## src/rtl/core/psu_pkg.sv

```systemverilog
`timescale 1ns / 1ps
`default_nettype none
// ----------------------------------------------------------------------------
// psu_pkg
// shared types, constants and saturation helpers of the particle swarm block
// ----------------------------------------------------------------------------
package psu_pkg;

    localparam int PARTICLES  = 1024;
    localparam int ADDR_W     = (PARTICLES > 1) ? $clog2(PARTICLES) : 1;
    localparam int IDX_W      = 10;
    localparam int POS_W      = 24;
    localparam int GAIN_W     = 18;
    localparam int RAND_W     = 16;
    localparam int FIT_W      = 48;
    localparam int FRAC_W     = 16;
    localparam int MUL_W      = 32;
    localparam int PROD_W     = 2 * MUL_W - FRAC_W;
    localparam int ACC_W      = 32;
    localparam int SUM_W      = 52;
    localparam int CFG_IDX_W  = 3;
    localparam int CFG_DATA_W = 24;
    localparam int ENTRY_W    = 3 * POS_W;

    localparam logic [GAIN_W-1:0]       INERTIA_RESET   = 18'd47828;
    localparam logic [GAIN_W-1:0]       COGNITIVE_RESET = 18'd98053;
    localparam logic [GAIN_W-1:0]       SOCIAL_RESET    = 18'd98053;
    localparam logic signed [POS_W-1:0] LOW_RESET       = -24'sd327680;
    localparam logic signed [POS_W-1:0] HIGH_RESET      = 24'sd327680;
    // f(0) = 6.0 in q32.16
    localparam logic signed [FIT_W-1:0] FIT_ZERO        = 48'sd393216;

    typedef enum logic [1:0] {
        OP_LOAD   = 2'd0,
        OP_SET    = 2'd1,
        OP_UPDATE = 2'd2,
        OP_NONE   = 2'd3
    } op_t;

    typedef enum logic [CFG_IDX_W-1:0] {
        REG_INERTIA     = 3'd0,
        REG_COGNITIVE   = 3'd1,
        REG_SOCIAL      = 3'd2,
        REG_DOMAIN_LOW  = 3'd3,
        REG_DOMAIN_HIGH = 3'd4
    } cfg_reg_t;

    typedef enum logic [4:0] {
        STEP_IDLE,
        STEP_CAPTURE,
        STEP_K1,
        STEP_K2,
        STEP_WV,
        STEP_T2,
        STEP_T3,
        STEP_NV,
        STEP_XN,
        STEP_FX_IN,
        STEP_F1,
        STEP_F2,
        STEP_F3,
        STEP_F4,
        STEP_FX_XN,
        STEP_BEST,
        STEP_FIN
    } step_t;

    typedef struct packed {
        step_t step;
    } cmd_t;

    typedef struct packed {
        op_t  op;
        logic in_range;
    } status_t;

    function automatic logic signed [POS_W-1:0] sat_pos(input logic signed [ACC_W-1:0] v);
        logic signed [ACC_W-1:0] hi;
        logic signed [ACC_W-1:0] lo;
        hi = ACC_W'(signed'({1'b0, {(POS_W-1){1'b1}}}));
        lo = -hi - ACC_W'(1);
        if (v > hi)
            return hi[POS_W-1:0];
        else if (v < lo)
            return lo[POS_W-1:0];
        return v[POS_W-1:0];
    endfunction

    function automatic logic signed [FIT_W-1:0] sat_fit(input logic signed [SUM_W-1:0] v);
        logic signed [SUM_W-1:0] hi;
        logic signed [SUM_W-1:0] lo;
        hi = SUM_W'(signed'({1'b0, {(FIT_W-1){1'b1}}}));
        lo = -hi - SUM_W'(1);
        if (v > hi)
            return hi[FIT_W-1:0];
        else if (v < lo)
            return lo[FIT_W-1:0];
        return v[FIT_W-1:0];
    endfunction

endpackage
`default_nettype wire

```

## src/rtl/core/psu_ctrl.sv

```systemverilog
`timescale 1ns / 1ps
`default_nettype none
// ----------------------------------------------------------------------------
// psu_ctrl
// sequencer that steps the shared multiplier datapath through one item
// ----------------------------------------------------------------------------
module psu_ctrl (
    input  logic             clk,
    input  logic             rst_n,
    input  logic             item_valid,
    output logic             item_ready,
    output logic             out_valid,
    input  logic             out_ready,
    input  psu_pkg::status_t status,
    output psu_pkg::cmd_t    cmd
);
    import psu_pkg::*;

    typedef enum logic [4:0] {
        S_IDLE, S_DISPATCH, S_K1, S_K2, S_WV, S_T2, S_T3, S_NV, S_XN,
        S_FX_IN, S_F1, S_F2, S_F3, S_F4, S_FX_XN, S_BEST, S_FIN
    } state_t;

    state_t state_reg;
    logic   pass_reg;
    logic   out_valid_reg;
    logic   slot_free;

    assign slot_free  = !out_valid_reg || out_ready;
    assign item_ready = (state_reg == S_IDLE);
    assign out_valid  = out_valid_reg;

    always_comb
    begin
        case (state_reg)
            S_IDLE:     cmd.step = item_valid ? STEP_CAPTURE : STEP_IDLE;
            S_DISPATCH: cmd.step = STEP_IDLE;
            S_K1:       cmd.step = STEP_K1;
            S_K2:       cmd.step = STEP_K2;
            S_WV:       cmd.step = STEP_WV;
            S_T2:       cmd.step = STEP_T2;
            S_T3:       cmd.step = STEP_T3;
            S_NV:       cmd.step = STEP_NV;
            S_XN:       cmd.step = STEP_XN;
            S_FX_IN:    cmd.step = STEP_FX_IN;
            S_F1:       cmd.step = STEP_F1;
            S_F2:       cmd.step = STEP_F2;
            S_F3:       cmd.step = STEP_F3;
            S_F4:       cmd.step = STEP_F4;
            S_FX_XN:    cmd.step = STEP_FX_XN;
            S_BEST:     cmd.step = STEP_BEST;
            S_FIN:      cmd.step = slot_free ? STEP_FIN : STEP_IDLE;
            default:    cmd.step = STEP_IDLE;
        endcase
    end

    always_ff @(posedge clk or negedge rst_n)
    begin
        if (!rst_n)
        begin
            state_reg     <= S_IDLE;
            pass_reg      <= 1'b0;
            out_valid_reg <= 1'b0;
        end
        else
        begin
            // a commit in the same cycle refills the slot instead
            if (out_valid_reg && out_ready && cmd.step != STEP_FIN)
                out_valid_reg <= 1'b0;
            case (state_reg)
                S_IDLE:
                begin
                    if (item_valid)
                        state_reg <= S_DISPATCH;
                end
                S_DISPATCH:
                begin
                    if (status.op == OP_UPDATE && status.in_range)
                        state_reg <= S_K1;
                    else if (status.op == OP_SET || (status.op == OP_LOAD && status.in_range))
                        state_reg <= S_FX_IN;
                    else
                        state_reg <= S_FIN;
                end
                S_K1:    state_reg <= S_K2;
                S_K2:    state_reg <= S_WV;
                S_WV:    state_reg <= S_T2;
                S_T2:    state_reg <= S_T3;
                S_T3:    state_reg <= S_NV;
                S_NV:    state_reg <= S_XN;
                S_XN:    state_reg <= S_F1;
                S_FX_IN: state_reg <= S_F1;
                S_F1:    state_reg <= S_F2;
                S_F2:    state_reg <= S_F3;
                S_F3:    state_reg <= S_F4;
                S_F4:
                begin
                    // update runs the fitness twice: own best, then new position
                    if (status.op == OP_UPDATE && !pass_reg)
                    begin
                        pass_reg  <= 1'b1;
                        state_reg <= S_FX_XN;
                    end
                    else
                        state_reg <= S_BEST;
                end
                S_FX_XN: state_reg <= S_F1;
                S_BEST:  state_reg <= S_FIN;
                S_FIN:
                begin
                    if (slot_free)
                    begin
                        out_valid_reg <= 1'b1;
                        pass_reg      <= 1'b0;
                        state_reg     <= S_IDLE;
                    end
                end
                default: state_reg <= S_IDLE;
            endcase
        end
    end

    a_commit_fills_slot: assert property (@(posedge clk) disable iff (!rst_n)
        cmd.step == STEP_FIN |=> out_valid_reg)
        else $error("result slot not filled after commit");

    a_stall_holds_fin: assert property (@(posedge clk) disable iff (!rst_n)
        (state_reg == S_FIN && out_valid_reg && !out_ready) |=> state_reg == S_FIN)
        else $error("commit while result slot occupied");

    a_second_pass_update: assert property (@(posedge clk) disable iff (!rst_n)
        (state_reg == S_FX_XN) |-> (pass_reg && status.op == OP_UPDATE))
        else $error("second fitness pass outside update");

endmodule
`default_nettype wire

```

## config.mk

```make
export PLATFORM = sky130hd
export DESIGN_NAME = psu_ctrl
export DESIGN_NICKNAME = d
export VERILOG_FILES = /design/src/rtl/core/psu_pkg.sv /design/src/rtl/core/psu_ctrl.sv
export SDC_FILE = /design/constraint.sdc
export NUM_CORES = 1
export LEC_CHECK = 0
export BUFFER_PORTS_ARGS = -buffer_cell sky130_fd_sc_hd__buf_4
export CAP_MARGIN = 5
export CORE_AREA = 3 3 40 42
export DETAILED_ROUTE_END_ITERATION = 6
export DIE_AREA = 0 0 43 45
export GPL_ROUTABILITY_DRIVEN = 0
export HOLD_SLACK_MARGIN = 0.08
export PLACE_DENSITY = 0.75
export SYNTH_ARGS = -nofsm -noshare
export SYNTH_HDL_FRONTEND = slang
export SYNTH_SLANG_ARGS = --single-unit
```

## constraint.sdc

```tcl
create_clock -name clk -period 3.7 [get_ports clk]
set_clock_uncertainty 0.1 [all_clocks]
set_input_delay 0.37 -clock clk [delete_from_list [all_inputs] [get_ports clk]]
set_output_delay 0.37 -clock clk [all_outputs]
set_load 0.01 [all_outputs]
```

==> flow_metrics.env <==
export IMPL_max_stage_delay_ns=0.61
export IMPL_dpl_hpwl_um=762.8
export IMPL_fin_crit_ns=2.119
export IMPL_period_share=0.5727
export IMPL_cts_tree="built"
export IMPL_slew_headroom=0.6560
export IMPL_ys_warn_count=0
export IMPL_antenna_found_initial=0
export IMPL_synth_edf_count=0
export IMPL_dp_slack_ns=1.846
export IMPL_synth_avg_cell_area_um2=9.384
export IMPL_ys_async_sr_fraction=1.000
export IMPL_grt_usage=0.1420
export IMPL_avgViaCountPerCell=5.442
export IMPL_portBuffers=13
export IMPL_cts_root_buf="clkbuf_4"
export IMPL_syn_nets=65
export IMPL_rsz0062_at_grt="no"
export IMPL_swShare=0.4548
export IMPL_core_rowCount=13
export IMPL_power_switching_uw=243.8
export IMPL_pwr_share_comb=0.472
export IMPL_crit_path_start_kind="flop"
export IMPL_p_clk_frac=0.126
export IMPL_final_setup_tns_ns=0
export IMPL_place_inst=81
export IMPL_worst_setup_path_end_kind="output pin"
export IMPL_synth_area_um2=544.3
export IMPL_yosys_most_used_dff="dfrtp_1"
export IMPL_wirelength_um=1097
export IMPL_drive_gt1_frac=0.3239
export IMPL_die_w_um=43
export IMPL_core_area_um2=1285
export IMPL_critPathBufInv=1
export IMPL_final_setup_worst_slack_ns=1.581
export IMPL_power_leakage_uw=0.0002851
export IMPL_first_pass_iters=3
export IMPL_peakVddDrop_mv=0.4863
export IMPL_maxSlewViolCount=0
export IMPL_overflow=0
export IMPL_clk_latency_ns=0.25
export IMPL_io_pins=14
export IMPL_ys_ff_latch=7
export IMPL_cts_buffers=3
export IMPL_area_growth_pct=19.08
export IMPL_cts_path_max_buffers=2
export IMPL_fmax_mhz=471.9
export IMPL_cpMaxStageDelayCell="or4_1"
export IMPL_die_area_um2=1935
export IMPL_antenna_cells=0
export IMPL_p_seq_frac=0.402
export IMPL_ant_nets=0
export IMPL_fill_cells=129
export IMPL_cp_cell_sequence="or4_1, nor2_1, buf_4"
export IMPL_setup_viol=0
export IMPL_dieHeight_um=45
export IMPL_vias=468
export IMPL_worstSetupPathType="reg2out"
export IMPL_post_cts_resized=0
export IMPL_cp_data_arrival_time_ns=1.65
export IMPL_initial_core_util=0.4236
export IMPL_clkTransAtPathRegs_ns=0.05
export IMPL_wl_per_cell_um=12.76
export IMPL_htreeDepth=1
export IMPL_grt_pass1_wl_um=2063
export IMPL_fin_nets=79
export IMPL_yosysSeqAreaShare=0.3218
export IMPL_drt_iter0_markers=10
export IMPL_largest_register_ffs=5
export IMPL_pwr_density_cell_nw_per_um2=827.0
export IMPL_instances_no_fill=86
export IMPL_grt_max_degree=14
export IMPL_intPower_uw=292.2
export IMPL_holdCritPathClass="in2reg"
export IMPL_path_max_fanout=13
export IMPL_crit_family="simple AND/OR/NAND/NOR gates"
export IMPL_worstMarginPinSlew_ns=0.5160
export IMPL_postCtsSetupBuffers=0
export IMPL_timing_reg2reg_setup_slack_ns=2.12
export IMPL_outcome="finished, final reports clean"
export IMPL_synth_cell_types=30
export IMPL_grt_pass1_vias=474
export IMPL_synthesis_instances=58
export IMPL_drc=0
export IMPL_hold_viol_final=0
export IMPL_required_ns=3.23
export IMPL_cap_viol_max_count=0
export IMPL_clock_sinks=7
## layout make-up
type,instances,area (µm²),share of cell area
inverter,2,7.507,0.01158
clock buffer,4,26.28,0.04054
timing repair buffer,14,107.6,0.1660
tap,15,18.77,0.02896
multi-input combinational,44,312.8,0.4826
sequential,7,175.2,0.2703
## power groups by stage
| stage | sequential [µW] | clock (µW) | combinational [µW] |
|---|---|---|---|
| global route | 228 | 76.9 | 283 |
| detailed placement | 216 | 0 | 255 |
| CTS | 214 | 72.2 | 258 |
| finish | 215 | 67.6 | 253 |
| global placement | 211 | 0 | 251 |
| floorplan | 137 | 0 | 282 |
## through the flow
stage / total power, µW / instance area, µm² / util / hold WS [ns]
5_1_grt: 587.9 / 648.1 / 0.5044 / 0.2955
3_5_place_dp: 470.3 / 611.8 / 0.4761 / 0.08638
6_report: 536.0 / 648.1 / 0.5044 / 0.2826
2_1_floorplan: 418.7 / 544.3 / - / -0.02559
4_1_cts: 543.9 / 648.1 / 0.5044 / 0.2761
3_3_place_gp: 461.9 / 611.8 / 0.4761 / 0.08528
## Yosys cell counts, drive strengths merged (4+ instances only)
library cell	instances	share of area
nor2	9	0.067
dfrtp	7	0.32
buf	5	0.090
nor2b	4	0.046
nor3	4	0.055
## cells by family (layout without fill, tap and decap cells)
kind of cell    Yosys count  in the layout  synth area share
flops                     7              7            0.3218
mux                       1              1           0.01839
simple gates             29             29            0.3655
buf+inv                   7             20            0.1034
compound gates           13             13            0.1747
xor+xnor                  1              1           0.01609
## path summary, 6_finish.rpt
path                                          start                  endpoint  depth (start not counted)
max in group asynchronous                     rst_n  state_reg[0]$_DFFE_PN0P_                          2
hold / removal                           item_valid  state_reg[0]$_DFFE_PN0P_                          3
setup reg to reg           state_reg[2]$_DFFE_PN0P_  state_reg[0]$_DFFE_PN0P_                          4
hold reg to reg                pass_reg$_DFFE_PN0P_      pass_reg$_DFFE_PN0P_                          2
setup / recovery           state_reg[2]$_DFFE_PN0P_                item_ready                          3
min in group asynchronous                     rst_n       out_valid$_DFF_PN0_                          2
## layer usage
layer  wire (µm)  share of wire  track usage
met3          81          0.074      0.05976
met4           0              0      0.02410
met5           0              0            0
met2         539           0.49       0.2335
met1         476           0.43       0.1782
## cells in the final DEF, fill, tap and decap left out
master          n
a21o_1          1
a21oi_1         1
a221oi_1        2
a311oi_1        2
a31o_1          1
a31oi_1         1
and2_1          1
buf_4          13
clkbuf_1        1
clkbuf_4        3
dfrtp_1         7
dlygate4sd3_1   1
inv_1           2
mux2i_1         1
nand2_1         1
nand2_2         1
nand2b_1        2
nand3_1         2
nand3b_4        1
nor2_1          8
nor2_2          1
nor2b_1         4
nor3_1          2
nor3_2          2
nor3b_1         1
nor4_2          1
nor4_4          1
o211ai_1        2
o21ai_0         2
o31ai_1         1
or4_1           1
xnor2_1         1
## tightest hold or removal path, delay by kind of cell
family | cells | cell delay, ns
buffers and inverters | 1 | 0.09
and+or+nand+nor | 2 | 0.12
## timing repair
action | in CTS | in global routing
hold buffers | 1 | 0
endpoints found under the hold margin | 7 | 0
endpoints found under the setup margin | 0 | 0
(Power assumes the default switching activity.)
